===== src/sv/assert_macros.svh =====
// ---------------------------------------------------------------------------
// Assertion macros
// Concurrent assertion wrappers shared by the RTL; compiled out with
// NO_ASSERTIONS.
// ---------------------------------------------------------------------------
`ifndef ASSERT_MACROS_SVH
`define ASSERT_MACROS_SVH

`ifndef NO_ASSERTIONS

// Same-cycle implication, disabled during reset
`define ASSERT_SAME(lbl, clk, rstn, ante, cons, msg) \
    lbl: assert property (@(posedge clk) disable iff (!(rstn)) (ante) |-> (cons)) \
        else $error(msg);

// Next-cycle implication, disabled during reset
`define ASSERT_NEXT(lbl, clk, rstn, ante, cons, msg) \
    lbl: assert property (@(posedge clk) disable iff (!(rstn)) (ante) |=> (cons)) \
        else $error(msg);

`else

`define ASSERT_SAME(lbl, clk, rstn, ante, cons, msg)
`define ASSERT_NEXT(lbl, clk, rstn, ante, cons, msg)

`endif

`endif


===== src/sv/ttdp_pkg.sv =====
// ---------------------------------------------------------------------------
// ttdp_pkg
// Types and constants of the tone timer divisor programmer.
// ---------------------------------------------------------------------------
`default_nettype none

package ttdp_pkg;

    localparam int NUM_CHANNELS = 3;

    localparam int DIVIDEND_W = 24;
    localparam int DIVISOR_W  = 16;
    localparam int TONE_W     = 16;
    localparam int COUNT_W    = 5;

    localparam logic [DIVIDEND_W-1:0] INPUT_CLOCK_RESET = 24'd4000000;
    localparam logic [TONE_W-1:0]     MAX_TONE_RESET    = 16'd15000;

    // Access mode codes per channel
    typedef logic [2:0] mode_t;
    localparam mode_t MODE_LATCH     = 3'd0;
    localparam mode_t MODE_LOW       = 3'd1;
    localparam mode_t MODE_HIGH      = 3'd2;
    localparam mode_t MODE_PAIR_LOW  = 3'd3;
    localparam mode_t MODE_PAIR_HIGH = 3'd4;

    // Input word kind (carried on tuser)
    localparam logic KIND_CONTROL = 1'b0;
    localparam logic KIND_DATA    = 1'b1;

    // Configuration register indexes
    localparam logic CFG_INPUT_CLOCK = 1'b0;
    localparam logic CFG_MAX_TONE    = 1'b1;

    typedef enum logic [2:0] {
        ST_IDLE = 3'b001,
        ST_DIV  = 3'b010,
        ST_HOLD = 3'b100
    } state_t;

endpackage

`default_nettype wire


===== src/sv/tone_timer_divisor_programmer.sv =====
// ---------------------------------------------------------------------------
// tone_timer_divisor_programmer
// Programs three tone channel divisors in 8253 style and reports each new
// tone frequency, worked out by a bit-serial divider.
// ---------------------------------------------------------------------------
// Usage:
//   s_axis carries CPU port writes: tuser is the kind (control word or
//   divisor data), tdata holds the channel and the written byte. A control
//   word sets a channel's access mode; a data write loads divisor bytes.
//   When a divisor becomes complete, one word leaves on m_axis holding the
//   channel and input_clock_hz / divisor, clamped to max_tone_hz (0 for a
//   zero divisor). Other writes give no result word.
//   Timing: a write that gives no result leaves s_axis tready high. A
//   completed divisor runs the shared restoring divider, one quotient
//   bit per cycle, then is clamped into the output register (a zero
//   divisor skips the divider). s_axis tready is low from the accept
//   of such a write until its result is loaded into the output register,
//   so the divider loop sets the rate of results.
//   A stalled receiver holds the result in the output register; the block
//   still takes the next write, and parks a further result until the
//   register frees up.
//   Reset clears all divisors to zero, all modes to latch, and loads
//   input_clock_hz = 4000000 and max_tone_hz = 15000. The user must write
//   the config port only while the block is idle; the block does not enforce it.
// ---------------------------------------------------------------------------
`default_nettype none

`include "assert_macros.svh"

module tone_timer_divisor_programmer
    import ttdp_pkg::*;
(
    input  wire logic        clk,
    input  wire logic        rst_n,
    // Input words
    input  wire logic        s_axis_tvalid,
    output logic             s_axis_tready,
    input  wire logic [15:0] s_axis_tdata,  // [1:0] channel, [9:2] data_byte
    input  wire logic        s_axis_tuser,  // [0] kind
    // Result words
    output logic             m_axis_tvalid,
    input  wire logic        m_axis_tready,
    output logic [23:0]      m_axis_tdata,  // [1:0] out_channel, [17:2] tone_hz
    // Configuration
    input  wire logic        cfg_we,
    input  wire logic        cfg_index,
    input  wire logic [23:0] cfg_data
);

    // Configuration registers
    logic [DIVIDEND_W-1:0] input_clock_reg;
    logic [TONE_W-1:0]     max_tone_reg;

    // Channel state
    mode_t                 mode_reg    [NUM_CHANNELS];
    logic [DIVISOR_W-1:0]  divisor_reg [NUM_CHANNELS];

    // Sequencer and divider datapath
    state_t                state_reg, state_next;
    logic [COUNT_W-1:0]    count_reg;
    logic [DIVIDEND_W-1:0] work_reg;     // dividend bits out, quotient bits in
    logic [DIVISOR_W:0]    rem_reg;
    logic [DIVISOR_W-1:0]  den_reg;
    logic [1:0]            chan_reg;

    // Output register
    logic                  m_valid_reg;
    logic [1:0]            m_chan_reg;
    logic [TONE_W-1:0]     m_tone_reg;

    // Input decode
    logic                  accept;
    logic                  in_kind;
    logic [1:0]            in_chan;
    logic [7:0]            in_byte;
    logic [1:0]            ctl_sel;
    logic                  ctl_sel_ok;
    logic                  chan_ok;
    logic [1:0]            chan_idx;
    mode_t                 cur_mode;
    logic [DIVISOR_W-1:0]  cur_div;
    mode_t                 new_mode;
    logic [DIVISOR_W-1:0]  new_div;
    logic                  div_done;
    logic                  data_upd;
    logic                  start_div;
    logic                  start_zero;

    // Divider step
    logic [DIVISOR_W:0]    rem_shift;
    logic [DIVISOR_W:0]    rem_diff;
    logic                  q_bit;
    logic                  last_step;

    // Clamp and output load
    logic [TONE_W-1:0]     tone_clamped;
    logic                  out_free;
    logic                  out_load;

    assign in_kind    = s_axis_tuser;
    assign in_chan    = s_axis_tdata[1:0];
    assign in_byte    = s_axis_tdata[9:2];
    assign ctl_sel    = in_byte[7:6];
    assign ctl_sel_ok = (int'(ctl_sel) < NUM_CHANNELS);
    assign chan_ok    = (int'(in_chan) < NUM_CHANNELS);
    assign chan_idx   = chan_ok ? in_chan : 2'd0;
    assign cur_mode   = mode_reg[chan_idx];
    assign cur_div    = divisor_reg[chan_idx];

    assign s_axis_tready = (state_reg == ST_IDLE);
    assign accept        = s_axis_tvalid && s_axis_tready;

    // Byte loading per access mode; latch and unused codes ignore the write
    always_comb
    begin
        new_mode = cur_mode;
        new_div  = cur_div;
        div_done = 1'b0;
        case (cur_mode)
            MODE_LOW:
            begin
                new_div  = {cur_div[15:8], in_byte};
                div_done = 1'b1;
            end
            MODE_HIGH:
            begin
                new_div  = {in_byte, cur_div[7:0]};
                div_done = 1'b1;
            end
            MODE_PAIR_LOW:
            begin
                new_div  = {cur_div[15:8], in_byte};
                new_mode = MODE_PAIR_HIGH;
            end
            MODE_PAIR_HIGH:
            begin
                new_div  = {in_byte, cur_div[7:0]};
                new_mode = MODE_PAIR_LOW;
                div_done = 1'b1;
            end
            default:
            begin
                new_mode = cur_mode;
            end
        endcase
    end

    assign data_upd   = accept && (in_kind == KIND_DATA) && chan_ok;
    assign start_div  = data_upd && div_done && (new_div != '0);
    assign start_zero = data_upd && div_done && (new_div == '0);

    // One restoring step: shift in the next dividend bit, subtract if it fits
    assign rem_shift = {rem_reg[DIVISOR_W-1:0], work_reg[DIVIDEND_W-1]};
    assign rem_diff  = rem_shift - {1'b0, den_reg};
    assign q_bit     = (rem_shift >= {1'b0, den_reg});
    assign last_step = (count_reg == COUNT_W'(DIVIDEND_W - 1));

    assign tone_clamped = (work_reg > {{(DIVIDEND_W-TONE_W){1'b0}}, max_tone_reg})
                        ? max_tone_reg : work_reg[TONE_W-1:0];
    assign out_free = !m_valid_reg || m_axis_tready;
    assign out_load = (state_reg == ST_HOLD) && out_free;

    always_comb
    begin
        state_next = state_reg;
        case (state_reg)
            ST_IDLE:
            begin
                if (start_div)
                    state_next = ST_DIV;
                else if (start_zero)
                    state_next = ST_HOLD;
            end
            ST_DIV:
            begin
                if (last_step)
                    state_next = ST_HOLD;
            end
            ST_HOLD:
            begin
                if (out_free)
                    state_next = ST_IDLE;
            end
            default:
            begin
                state_next = ST_IDLE;
            end
        endcase
    end

    // Configuration writes
    always_ff @(posedge clk or negedge rst_n)
    begin
        if (!rst_n)
        begin
            input_clock_reg <= INPUT_CLOCK_RESET;
            max_tone_reg    <= MAX_TONE_RESET;
        end
        else if (cfg_we)
        begin
            if (cfg_index == CFG_INPUT_CLOCK)
                input_clock_reg <= cfg_data;
            else if (cfg_index == CFG_MAX_TONE)
                max_tone_reg <= cfg_data[TONE_W-1:0];
        end
    end

    // Channel modes and divisors
    always_ff @(posedge clk or negedge rst_n)
    begin
        if (!rst_n)
        begin
            for (int i = 0; i < NUM_CHANNELS; i++)
            begin
                mode_reg[i]    <= MODE_LATCH;
                divisor_reg[i] <= '0;
            end
        end
        else if (accept)
        begin
            if (in_kind == KIND_CONTROL)
            begin
                if (ctl_sel_ok)
                    mode_reg[ctl_sel] <= {1'b0, in_byte[5:4]};
            end
            else if (chan_ok)
            begin
                mode_reg[chan_idx]    <= new_mode;
                divisor_reg[chan_idx] <= new_div;
            end
        end
    end

    // Sequencer state
    always_ff @(posedge clk or negedge rst_n)
    begin
        if (!rst_n)
            state_reg <= ST_IDLE;
        else
            state_reg <= state_next;
    end

    // Divider datapath: load on start, advance one quotient bit per cycle
    always_ff @(posedge clk)
    begin
        if (start_div)
        begin
            work_reg  <= input_clock_reg;
            rem_reg   <= '0;
            den_reg   <= new_div;
            count_reg <= '0;
            chan_reg  <= in_chan;
        end
        else if (start_zero)
        begin
            work_reg <= '0;
            chan_reg <= in_chan;
        end
        else if (state_reg == ST_DIV)
        begin
            work_reg  <= {work_reg[DIVIDEND_W-2:0], q_bit};
            rem_reg   <= q_bit ? rem_diff : rem_shift;
            count_reg <= count_reg + COUNT_W'(1);
        end
    end

    // Output register
    always_ff @(posedge clk or negedge rst_n)
    begin
        if (!rst_n)
            m_valid_reg <= 1'b0;
        else if (out_load)
            m_valid_reg <= 1'b1;
        else if (m_axis_tready)
            m_valid_reg <= 1'b0;
    end

    always_ff @(posedge clk)
    begin
        if (out_load)
        begin
            m_chan_reg <= chan_reg;
            m_tone_reg <= tone_clamped;
        end
    end

    assign m_axis_tvalid = m_valid_reg;
    assign m_axis_tdata  = {6'd0, m_tone_reg, m_chan_reg};

    // Checks
    `ASSERT_NEXT(a_div_ends, clk, rst_n, (state_reg == ST_DIV) && last_step,
        state_reg == ST_HOLD, "divider did not hand over after the last step")
    `ASSERT_SAME(a_den_nonzero, clk, rst_n, state_reg == ST_DIV,
        den_reg != '0, "divider running on a zero divisor")
    `ASSERT_NEXT(a_hold_loads, clk, rst_n, out_load,
        m_valid_reg && (state_reg == ST_IDLE), "result not loaded into output register")
    `ASSERT_NEXT(a_ctl_no_result, clk, rst_n, accept && (in_kind == KIND_CONTROL),
        state_reg == ST_IDLE, "control word started a result")

endmodule

`default_nettype wire

===== config.mk =====
export PLATFORM = sky130hd
export DESIGN_NAME = tone_timer_divisor_programmer
export DESIGN_NICKNAME = d
export VERILOG_FILES = /design/src/sv/ttdp_pkg.sv /design/src/sv/tone_timer_divisor_programmer.sv
export VERILOG_INCLUDE_DIRS = /design/src /design/src/sv
export SDC_FILE = /design/constraint.sdc
export NUM_CORES = 1
export LEC_CHECK = 0
export BUFFER_PORTS_ARGS = -buffer_cell sky130_fd_sc_hd__buf_2
export CORE_ASPECT_RATIO = 0.5
export CORE_UTILIZATION = 55
export DETAILED_ROUTE_END_ITERATION = 8
export PLACE_DENSITY = 0.86
export SLEW_MARGIN = 20
export SYNTH_ARGS = -nofsm -noshare
export SYNTH_HDL_FRONTEND = slang
export SYNTH_SLANG_ARGS = --single-unit

===== constraint.sdc =====
create_clock -name clk -period 5.67 [get_ports clk]
set_input_delay 0.567 -clock clk [delete_from_list [all_inputs] [get_ports clk]]
set_output_delay 0.567 -clock clk [all_outputs]
set_load 0.02 [all_outputs]

== Word level (Yosys, flattened, before mapping) ==
Cells that the tools add are included.

* Mux-type cells: 36
* $add $sub $neg: 2
* Eq/ne operators: 12
* Order comparisons: 8
* Reduce and logical (&&, ||, !) cells: 26
* Bitwise gates (word level): 4

{| class="wikitable"
|+ Operators with widths
! operator !! count
|-
| $mux 16 || 5
|-
| $mux 24 || 3
|-
| $bwmux 48 || 1
|-
| $bmux 16 s2 || 1
|-
| $demux 16 s2 || 1
|-
| $pmux 16 s2 || 1
|-
| $mux 9 || 3
|-
| $gt 24x16->1 || 1
|-
| $mux 3 || 8
|-
| $bwmux 9 || 2
|-
| $ge 17x16->1 || 1
|-
| $logic_not 16->1 || 1
|-
| $reduce_bool 16->1 || 1
|-
| $sub 16x16->16 || 1
|-
| $demux 3 s2 || 2
|-
| $eq 3x2->1 const B || 3
|-
| $logic_and 1x1->1 || 9
|-
| $pmux 3 s3 || 1
|-
| $reduce_and 3->1 || 3
|-
| $bmux 3 s2 || 1
|-
| $eq 3x1->1 const B || 2
|-
| $eq 3x3->1 const B || 2
|-
| $ge 3x3->1 const B || 2
|-
| $lt 3x1->1 const B || 2
|-
| 18 further kinds || 31
|}

* Logic and storage cells: 105
* Output and inout bits: 26
* Register bits after elaboration: 182
* Bits of input ports: 47

== Depth between registers and ports, before layout ==
Gate-level depths: netlist of run 1.

* Depth after elaboration: 14
* Mapped depth: 14
* Gate-level depth less buffers: 11

== Worst setup path before layout of run 1 ==
No wires, ideal clock.

* Kind: input to register
* Start: input port s_axis_tdata[1]
* End: register work_reg[0], enable pin
* Buffers on the path: 3
* Stages on the path: 11
* Arrival time: 2.789 ns
* Setup time: 0.425 ns
* Setup slack: 2.456 ns
* Cell sequence: inv_1 > ha_1 > buf_4 > nor2b_1 > buf_4 > o2bb2ai_4 > xnor2_2 > nor2_4 > o21ai_2 > clkbuf_1 > nand2_1

* Longest elaborated chain between the ends: 12

{| class="wikitable"
|+ RTL lines
! what !! RTL line !! text
|-
| start: declaration || tone_timer_divisor_programmer.sv:38 || <nowiki>input wire logic [15:0] s_axis_tdata,</nowiki>
|-
| $lt 2x2->1 || tone_timer_divisor_programmer.sv:105 || <nowiki>assign chan_ok = (int'(in_chan) < NUM_CHANNELS);</nowiki>
|-
| $mux 2 || tone_timer_divisor_programmer.sv:106 || <nowiki>assign chan_idx = chan_ok ? in_chan : 2'd0;</nowiki>
|-
| $not 2->3 (implied by the code) || tone_timer_divisor_programmer.sv:107, tone_timer_divisor_programmer.sv:108 ||
|-
| $bmux 3 s2 || tone_timer_divisor_programmer.sv:107 || <nowiki>assign cur_mode = mode_reg[chan_idx];</nowiki>
|-
| $mux 3 (implied by the code) (2 in a row) || tone_timer_divisor_programmer.sv:107 ||
|-
| $eq 3x3->1, or another cell as far along || tone_timer_divisor_programmer.sv:119 || <nowiki>case (cur_mode)</nowiki>
|-
| $reduce_or 2->1 (no source line) or $reduce_or 3->1 (tied branches) || - ||
|-
| $pmux 16 s2 or $mux 1 (tied branches) || tone_timer_divisor_programmer.sv:119 ||
|-
| $reduce_bool 16->1, or another cell as far along || tone_timer_divisor_programmer.sv:149 || <nowiki>assign start_div = data_upd && div_done && (new_div != '0);</nowiki>
|-
| $logic_and 1x1->1, on equally long branches || tone_timer_divisor_programmer.sv:149, tone_timer_divisor_programmer.sv:150 ||
|-
| $reduce_bool 3->1 (no source line) (*) || - ||
|-
| end signal: assignment || tone_timer_divisor_programmer.sv:248 || <nowiki>work_reg <= input_clock_reg;</nowiki>
|-
| end signal: assignment || tone_timer_divisor_programmer.sv:261 || <nowiki>work_reg <= {work_reg[DIVIDEND_W-2:0], q_bit};</nowiki>
|-
| end: declaration || tone_timer_divisor_programmer.sv:61 || <nowiki>logic [DIVIDEND_W-1:0] work_reg;</nowiki>
|}

Mark *: on every way between the ends. The rest lies on a longest branch, timed or not. The select of a mux whose other input is x is not followed.
A chain may end at the register's enable or synchronous reset.

== Final worst setup path of run 1 ==
* Start: input port s_axis_tdata[1]
* End: register den_reg[5], enable pin

* Longest elaborated chain between the ends: 11

{| class="wikitable"
|+ RTL lines
! what !! RTL line !! text
|-
| $lt 2x2->1 || tone_timer_divisor_programmer.sv:105 ||
|-
| $mux 2 || tone_timer_divisor_programmer.sv:106 ||
|-
| $not 2->3 (implied by the code) || tone_timer_divisor_programmer.sv:107, tone_timer_divisor_programmer.sv:108 ||
|-
| $bmux 3 s2 || tone_timer_divisor_programmer.sv:107 ||
|-
| $mux 3 (implied by the code) (2 in a row) || tone_timer_divisor_programmer.sv:107 ||
|-
| $eq 3x3->1, or another cell as far along || tone_timer_divisor_programmer.sv:119 ||
|-
| $reduce_or 2->1 (no source line) or $reduce_or 3->1 (tied branches) || - ||
|-
| $pmux 16 s2 or $mux 1 (tied branches) || tone_timer_divisor_programmer.sv:119 ||
|-
| $reduce_bool 16->1 or $logic_and 1x1->1 (tied branches) || tone_timer_divisor_programmer.sv:149 ||
|-
| $logic_and 1x1->1 (*) || tone_timer_divisor_programmer.sv:149 ||
|-
| end signal: assignment || tone_timer_divisor_programmer.sv:250 || <nowiki>den_reg <= new_div;</nowiki>
|-
| end: declaration || tone_timer_divisor_programmer.sv:63 || <nowiki>logic [DIVISOR_W-1:0] den_reg;</nowiki>
|}

Marks and branches as above.

==> flow_summary.ini, run 1 <==
[drt]
wl_per_cell_um = 17.3
wl_um = 19800
dr.pass1.iters = 6
postRouteAntennaNets = 0
drtIter0Drc = 558
vias = 6664
vias_per_cell = 5.85
drcViolationCount = 0

[synth]
yosysUniqueCellTypes = 75
ys_warn_count = 0
synth_seq_area_share = 0.507
synth_seq_cells = 182
synth_area_leaders = dfrtp_1, edfxtp_1, mux2_2
synth-main-ff-cell = dfrtp_1
post_synth.cell_area_avg_um2 = 11.2
async_flop_share = 0.555
synth_top_area_share = 0.229
syn-instance-count = 842
synth-edff-count = 60
synth_top_area_cell = dfrtp_1
syn-cell-area_mm2 = 0.00941

[cells_and_area]
n_fill_cell = 1214
largest_reg_flops = 48
fin_nets = 986
fin_util = 0.636
final_common_cell = mux2_2
final_layout_size_suffix_gt1_frac = 0.278
syn_to_final_growth_pct = 12.0
mostFrequentLayoutCells = mux2_2, nand2_1, dfrtp_1, nor2_1, edfxtp_1
num_antenna_cells = 0
post-route-cell-area_mm2 = 0.0105

[power]
power.switching_mw = 1.41
pwr-share-comb = 0.299
sw_frac_of_total = 0.324
p_int_mw = 2.95
ir_drop_mv = 0.217
p_per_area_mw_per_mm2 = 414
seqPwrFrac = 0.423
p_leak_nw = 4.52
clkPwrFrac = 0.278

[worst_setup_path]
crit_type = input pin to flip-flop
cp_common_cell = buf_4
crit_path_start = s_axis_tdata[1]
path_delay_family = simple AND/OR/NAND/NOR gates
cp_num_buf_inv = 4
rr_worst_depth = 11
startpoint_type = input pin
cp.depth = 12
rr_startpoint = den_reg[1]$_DFFE_PP_
crit_required_ns = 5.72
cp_max_fo = 37
crit_path_end_kind = flip-flop
slowest_stage = nor2_4
r2r-end = rem_reg[9]$_SDFFE_PP0P_
cp_data_arrival_time_ns = 3.96
crit_path_max_incr_delay_ns = 0.78
crit_chain = buf_2 -> inv_1 -> ha_1 -> nor2b_1 -> buf_4 -> o2bb2ai_2 -> nand2_1 -> a31o_2 -> o21ai_0 -> nor3_4 -> buf_4 -> nor2_4
ff2ff_setup_slack_ns = 2.14
crit_end = den_reg[5]$_DFFE_PP_

[clocking]
cts.clk_slew.worst_paths_ns = 0.06
clockRootBuffer = clkbuf_16
cts_tree = built
cts_max_level = 4
holdBufCountCts = 0
ctsResizeCount = 0
clockBufferDepth = 2
cts_setup_buffers = 0
cts.sinks = 182
clk_latency_ns = 0.43
numCtsBuffers = 17

[floorplanning]
fp.dieW_um = 187
ios = 73
rows = 33
core_area_mm2 = 0.0166
dieArea_mm2 = 0.0177
initial_core_util = 0.568
die_h_um = 94.5

[grt]
antenna_found_initial = 0
grt_pass1_wl_um = 33400
grt.overflow.total = 0
grt_pass1_vias = 6781
grt_max_degree = 61
grt_usage = 0.239

[placement]
port_buffers = 60
place.gp.congestion = 0.907
place_area_mm2 = 0.00992
dp_hpwl_um = 13300
place_ws_ns = 1.31

[sta]
period_share = 0.689
whs_ns = 0.116
relSlewSlack = 0.335
rsz0062_at_grt = false
fin_tns_setup_ns = 0
finalHoldViolations = 0
setup_viol = 0
max_freq_mhz = 256
post-route-min-period_ns = 3.91
worst_slack_ns = 1.76
fin_skew_ns = 0.0109
worstMarginPinSlew_ns = 0.994
maxSlewViolCount = 0

[hold_path]
hold_class = input pin to async pin

[outcome]
status = completed

[flow_run]
max_cap_violations = 0
[power groups by stage]
| stage | logic [mW] | registers, mW | clock network, mW |
|---|---|---|---|
| floorplan | 0.998 | 1.81 | 0 |
| global placement | 1.21 | 1.84 | 0 |
| global route | 1.44 | 1.88 | 1.28 |
| detailed placement | 1.28 | 1.86 | 0 |
| finish | 1.30 | 1.85 | 1.21 |
| CTS | 1.30 | 1.84 | 1.23 |
[logic make-up (layout without fill, tap and decap cells)]
| kind of cell | count (synthesis) | count (layout) | share of synthesized area |
|---|---|---|---|
| compound gates | 152 | 152 | 0.116 |
| xor+xnor | 15 | 15 | 0.0156 |
| fa+ha+maj | 39 | 39 | 0.0527 |
| buf+inv | 80 | 146 | 0.0379 |
| flops | 182 | 182 | 0.507 |
| mux | 132 | 132 | 0.154 |
| other cells | 1 | 6 | 0.000399 |
| simple gates | 241 | 241 | 0.117 |
[how the worst min path moves through the flow]
stage / start / end / slack (ns) / depth (start not counted)
floorplan: rst_n / divisor_reg[0]$_DFFE_PN0P_ / 0.27 / 0
global placement: chan_reg[1]$_DFFE_PP_ / m_chan_reg[1]$_DFFE_PP_ / 0.41 / 0
detailed placement: chan_reg[1]$_DFFE_PP_ / m_chan_reg[1]$_DFFE_PP_ / 0.41 / 0
CTS: rst_n / mode_reg[8]$_DFFE_PN0P_ / 0.13 / 1
global route: rst_n / mode_reg[6]$_DFFE_PN0P_ / 0.16 / 1
finish: rst_n / mode_reg[6]$_DFFE_PN0P_ / 0.12 / 1
[area by class of cell]
type / count / area (um2) / share of cell area
well taps: 227 / 284 / 0.0270
repair buffers: 74 / 408 / 0.0387
multi-input cells: 585 / 4310 / 0.409
inverters: 40 / 150 / 0.0143
clock buffers: 24 / 536 / 0.0508
clock inverters: 8 / 81.3 / 0.00772
flip-flops and latches: 182 / 4770 / 0.453
[worst reg2reg max path, delay by kind of cell, from the launching register on]
kind,cells,cell delay [ns]
adder cells (fa/ha/maj),1,0.23
multiplexers,1,0.24
AO/OA/AOI/OAI,5,1.13
AND/OR/NAND/NOR,2,0.88
flip-flops,1,0.46
buffers and inverters,2,0.44
[Yosys cell counts (3+ instances only)]
cell type,n
a21oi_1,21
or2_2,4
a211oi_1,4
a311oi_2,3
and2_1,3
o21a_1,9
nor3_1,5
o22ai_1,4
dfrtp_1,86
nand3_1,11
or3_1,3
o2bb2ai_1,8
buf_2,11
a211oi_2,7
o21ai_0,56
xor2_1,5
nor2_1,73
inv_1,40
mux2i_1,29
xnor2_1,8
a31oi_1,3
nand4_1,4
a21o_1,4
edfxtp_1,60
dfxtp_1,21
nor4_1,11
mux2_2,103
nand2b_1,3
nand3b_1,4
ha_1,38
a311oi_1,4
nor2b_1,9
nand2_1,98
buf_4,9
clkbuf_1,17
dfstp_2,15
[through the flow]
step | total power, mW | cells
floorplan | 2.81 | 847
global placement | 3.06 | 1108
detailed placement | 3.14 | 1108
CTS | 4.36 | 1140
global route | 4.60 | 1140
finish | 4.36 | 1140
[routing by layer]
| layer | track usage | part of all wire | routed length [um] |
|---|---|---|---|
| met5 | 0 | 0 | 0 |
| met4 | 0.0717 | 0.016 | 323 |
| met3 | 0.0494 | 0.062 | 1220 |
| met2 | 0.420 | 0.48 | 9550 |
| met1 | 0.302 | 0.44 | 8680 |
Note: power is estimated with default switching activity, not from simulation.
==> inputs of run 2 (changes only) <==
Clock period 5.67 ns to 3.8 ns, I/O delays scaled along.
==> run 2 against run 1 <==
First-iteration DRC count increased by 18%. Die area is the same. Global-route usage rose by 0.54 points. Wire length is 1.3% higher. Critical path type is now flip-flop to flip-flop. Sequential power is 49% higher. Non-clock buffer count is 11 higher.
==> flow_summary.ini, run 2 (synthesis gave the netlist of run 1 again) <==
[cells_and_area]
n_fill_cell = 1210
multi_input_area_mm2 = 0.00431
fin_util = 0.639
final_common_cell = mux2_2
mostFrequentLayoutCells = mux2_2, nand2_1, dfrtp_1, nor2_1, edfxtp_1
final_layout_size_suffix_gt1_frac = 0.286
fin_nets = 997
post-route-cell-area_mm2 = 0.0106
seq_area_mm2 = 0.00477
num_antenna_cells = 0
final_cells = 1151
largest_reg_flops = 48
syn_to_final_growth_pct = 12.5

[sta]
fin_skew_ns = 0.0138
setup_viol = 0
fin_tns_setup_ns = 0
maxSlewViolCount = 0
relSlewSlack = 0.314
post-route-min-period_ns = 3.21
rsz0062_at_grt = false
worstMarginPinSlew_ns = 1.03
period_share = 0.846
max_freq_mhz = 311
finalHoldViolations = 0
worst_slack_ns = 0.586

[worst_setup_path]
cp_common_cell = nor3b_1
cp_data_arrival_time_ns = 3.26
crit_required_ns = 3.84
startpoint_type = flip-flop
rr_worst_depth = 5
slowest_stage = nor2_4
crit_chain = nor3b_1 -> nand2_1 -> nor3b_1 -> o21ai_2 -> nor2_4
crit_path_end_kind = flip-flop
cp_max_fo = 37
crit_path_max_incr_delay_ns = 0.84
crit_type = flip-flop to flip-flop

[floorplanning]
dieArea_mm2 = 0.0177
die_h_um = 94.5
core_area_mm2 = 0.0166
ios = 73
initial_core_util = 0.568
fp.dieW_um = 187
rows = 33

[grt]
grt_usage = 0.244
grt_pass1_wl_um = 33800
grt.overflow.total = 0
grt_max_degree = 43
grt_pass1_vias = 6870
antenna_found_initial = 0

[placement]
place_area_mm2 = 0.00999
dp_hpwl_um = 13900
port_buffers = 60
place_ws_ns = 0.234
place.gp.congestion = 0.952
placed_cells = 1118

[clocking]
cts_setup_buffers = 0
clk_latency_ns = 0.43
cts.sinks = 182
clockRootBuffer = clkbuf_16
clockBufferDepth = 2
cts_max_level = 4
numCtsBuffers = 17
cts.clk_slew.worst_paths_ns = 0.07
cts_tree = built

[power]
p_per_area_mw_per_mm2 = 613
ir_drop_mv = 0.363
p_leak_nw = 4.55

[flow_run]
max_cap_violations = 0

[hold_path]
hold_class = input pin to flip-flop
whs_path_depth = 2

[drt]
drtIter0Drc = 656
dr.pass1.iters = 5
wl_um = 20000
postRouteAntennaNets = 0
wl_per_cell_um = 17.4
drcViolationCount = 0
vias = 6720
vias_per_cell = 5.84

[outcome]
status = completed
## run 2: changes by cell type in the layout (fill, tap and decap cells not counted), sizes merged
| cell | previous run | this run |
|---|---|---|
| inv | 43 | 46 |
| buf | 74 | 84 |
| bufinv | 1 | 2 |
| clkbuf | 24 | 20 |
| clkinvlp | 1 | 2 |
| clkinv | 3 | 2 |
| dlygate4sd3 | 0 | 1 |
## run 2: final timing paths
kind / start / slack [ns] / end
min in group asynchronous: rst_n / 0.44 / mode_reg[4]$_DFFE_PN0P_
worst max-delay path: state_reg[0]$_DFFE_PN1P_ / 0.59 / den_reg[2]$_DFFE_PP_
worst min register to register: chan_reg[1]$_DFFE_PP_ / 0.43 / m_chan_reg[1]$_DFFE_PP_
worst min-delay path: cfg_data[18] / 0.18 / input_clock_reg[18]$_DFFE_PN1P_
worst max register to register: state_reg[0]$_DFFE_PN1P_ / 0.59 / den_reg[2]$_DFFE_PP_
max in group asynchronous: rst_n / 2.42 / max_tone_reg[3]$_DFFE_PN1P_
## run 2: final cells by class
type                       count  share of cell area
tap                          227              0.0268
inverter                      40              0.0142
clock buffer                  20              0.0413
timing repair buffer          85              0.0466
multi-input combinational    585               0.407
sequential                   182               0.451
clock inverter                12              0.0135
## run 2: power by group
group	internal, mW	leakage [nW]	switching (mW)
combinational	0.845	2.29	1.12
sequential	2.51	1.98	0.246
clock	0.983	0.277	0.777
## run 2: timing repair
item                      4_1_cts  5_1_grt
gates resized for setup         0        0
hold buffers                    1        0
hold endpoints to repair       33        0
## run 2: critical path, delay by kind of cell (launching register included)
family | cells | cell delay, ns
AOI/OAI and AO/OA | 1 | 0.19
DFF | 1 | 0.58
and+or+nand+nor | 4 | 2.05
## run 2: routing by layer
layer | GRT usage | wire [um] | vias up
li1 | - | - | 3156
met1 | 0.301 | 8730 | 3315
met2 | 0.440 | 10000 | 225
met3 | 0.0479 | 1000 | 24
met4 | 0.0758 | 277 | 0
met5 | 0 | 0 | -
## run 2: per-stage QoR
step | hold slack (ns) | total power [mW]
6_report | 0.179 | 6.48
5_1_grt | 0.177 | 6.84
4_1_cts | 0.164 | 6.49
3_5_place_dp | 0.360 | 4.72
3_3_place_gp | 0.358 | 4.59
2_1_floorplan | 0.0844 | 4.19
==> inputs of run 3 (changes only) <==
Settings changed: PLACE_DENSITY 0.86 to 0.89.
Clock period 3.8 ns to 2.6 ns, I/O delays scaled along.
==> run 3 against run 2 <==
The flow now finishes with violations (setup timing). Final cell count increased by 5.6%. Sequential share of layout area decreased by 3.4 points. First-iteration DRC count increased by 17%. Wire length increased by 21%. Final area increased by 8.1%. Flip-flop and latch count unchanged. Power increased by 59%. Fmax increased by 11%. Utilization increased by 5.2 points. Clock-buffer cell count decreased by 3. Register-to-register slack got worse by 0.89 ns. Largest power group unchanged.
==> flow_summary.ini, run 3 (synthesis gave the netlist of run 1 again) <==
[clocking]
cts_max_level = 4
numCtsBuffers = 17
clockRootBuffer = clkbuf_16
cts.clk_slew.worst_paths_ns = 0.07
clk_latency_ns = 0.43
clockBufferDepth = 2
cts_tree = built
cts.sinks = 182

[sta]
relSlewSlack = 0.461
worstMarginPinSlew_ns = 0.807
setup_viol = 33
post-route-min-period_ns = 2.90
fin_skew_ns = 0.0141
finalHoldViolations = 0
max_freq_mhz = 344
whs_ns = 0.0687
maxSlewViolCount = 0
worst_slack_ns = -0.303
rsz0062_at_grt = true
period_share = 1.12
fin_tns_setup_ns = -4.79

[drt]
postRouteAntennaNets = 0
dr.pass1.iters = 7
wl_per_cell_um = 19.9
drcViolationCount = 0
drtIter0Drc = 767
wl_um = 24200
vias_per_cell = 6.19
vias = 7529

[power]
p_per_area_mw_per_mm2 = 900
p_leak_nw = 4.94
ir_drop_mv = 0.561

[worst_setup_path]
crit_path_start = den_reg[0]$_DFFE_PP_
crit_path_end_kind = flip-flop
crit_required_ns = 2.93
cp_max_fo = 2
rr_startpoint = den_reg[0]$_DFFE_PP_
ff2ff_setup_slack_ns = -0.30
crit_type = flip-flop to flip-flop
startpoint_type = flip-flop
rr_worst_depth = 10
cp_data_arrival_time_ns = 3.23

[outcome]
violations = setup timing
status = finished with violations

[cells_and_area]
final_cells = 1216
final_layout_size_suffix_gt1_frac = 0.362
mostFrequentLayoutCells = nand2_1, mux2_2, dfrtp_1, buf_4, nor2_1
largest_reg_flops = 48
syn_to_final_growth_pct = 21.6
fin_util = 0.691
fin_nets = 1061
n_fill_cell = 1020
post-route-cell-area_mm2 = 0.0114
final_common_cell = nand2_1

[placement]
place_area_mm2 = 0.0104
port_buffers = 60
placed_cells = 1159
place.gp.congestion = 0.969
dp_hpwl_um = 14400

[hold_path]
hold_class = input pin to flip-flop
whs_path_depth = 2
hold_start = cfg_data[21]

[floorplanning]
die_h_um = 94.5
rows = 33
fp.dieW_um = 187
dieArea_mm2 = 0.0177
initial_core_util = 0.568
core_area_mm2 = 0.0166
ios = 73

[grt]
grt_pass1_vias = 7404
grt_pass1_wl_um = 36600
grt.overflow.total = 0
antenna_found_initial = 2
grt_max_degree = 57
grt_usage = 0.265

[flow_run]
max_cap_violations = 0
==> run 3: cell count changes in the layout (fill, tap and decap cells not counted), moves of 5 or more <==
cell / previous run / this run
buf_4: 25 / 76
buf_6: 0 / 5
mux2_2: 103 / 87
mux2_4: 0 / 16
==> run 3: per-stage QoR <==
stage | worst slack, ns | total power, mW
detailed placement | -0.637 | 7.21
global placement | -0.506 | 7.00
global route | -0.471 | 10.7
floorplan | -0.0293 | 6.15
CTS | -0.154 | 9.98
finish | -0.303 | 10.3
==> run 3: repair_timing <==
action                                 4_1_cts  5_1_grt
endpoints found under the hold margin       55        0
hold buffers                                 1        0
setup endpoints to repair                   83       73
cloned                                       3        0
pin swaps                                   21       15
resized for setup                           38       26
buffers inserted                            11       10
==> run 3: worst paths after layout <==
path / to
worst max-delay path: rem_reg[14]$_SDFFE_PP0P_
worst min-delay path: input_clock_reg[21]$_DFFE_PN1P_
worst max register to register: rem_reg[14]$_SDFFE_PP0P_
worst min register to register: m_chan_reg[1]$_DFFE_PP_
max in group asynchronous: input_clock_reg[16]$_DFFE_PN1P_
min in group asynchronous: mode_reg[0]$_DFFE_PN0P_
==> run 3: layout make-up <==
cell class                 count  area, um2  share of cell area
timing repair buffer         148       1050              0.0915
antenna                        1       2.50            0.000219
multi-input combinational    586       4600               0.402
inverter                      40        150              0.0131
sequential                   182       4770               0.417
clock inverter                15        163              0.0142
tap                          227        284              0.0248
clock buffer                  17        425              0.0372
==> run 3: where the power goes <==
group          internal, mW  switching, mW  leakage, nW
logic                  1.69           1.99         2.68
clock network          1.36           1.21        0.286
registers              3.66          0.394         1.98
total                  6.71           3.58         4.94
==> run 3: per-layer routing <==
layer | vias up | part of all wire | track usage
met4 | 2 | 0.039 | 0.121
met1 | 3687 | 0.40 | 0.316
met2 | 439 | 0.49 | 0.470
li1 | 3276 | - | -
met3 | 125 | 0.071 | 0.0569
met5 | - | 0.00054 | 0
==> run 3: worst max-delay path, stage by stage, from the launching register on <==
cell	delay [ns]
edfxtp_1	0.43
ha_2	0.22
fa_2	0.40
nor2b_4	0.17
o31ai_4	0.09
a2111oi_4	0.36
nor4_2	0.10
o21bai_1	0.25
mux2i_1	0.13
or3b_4	0.39
a311oi_2	0.26
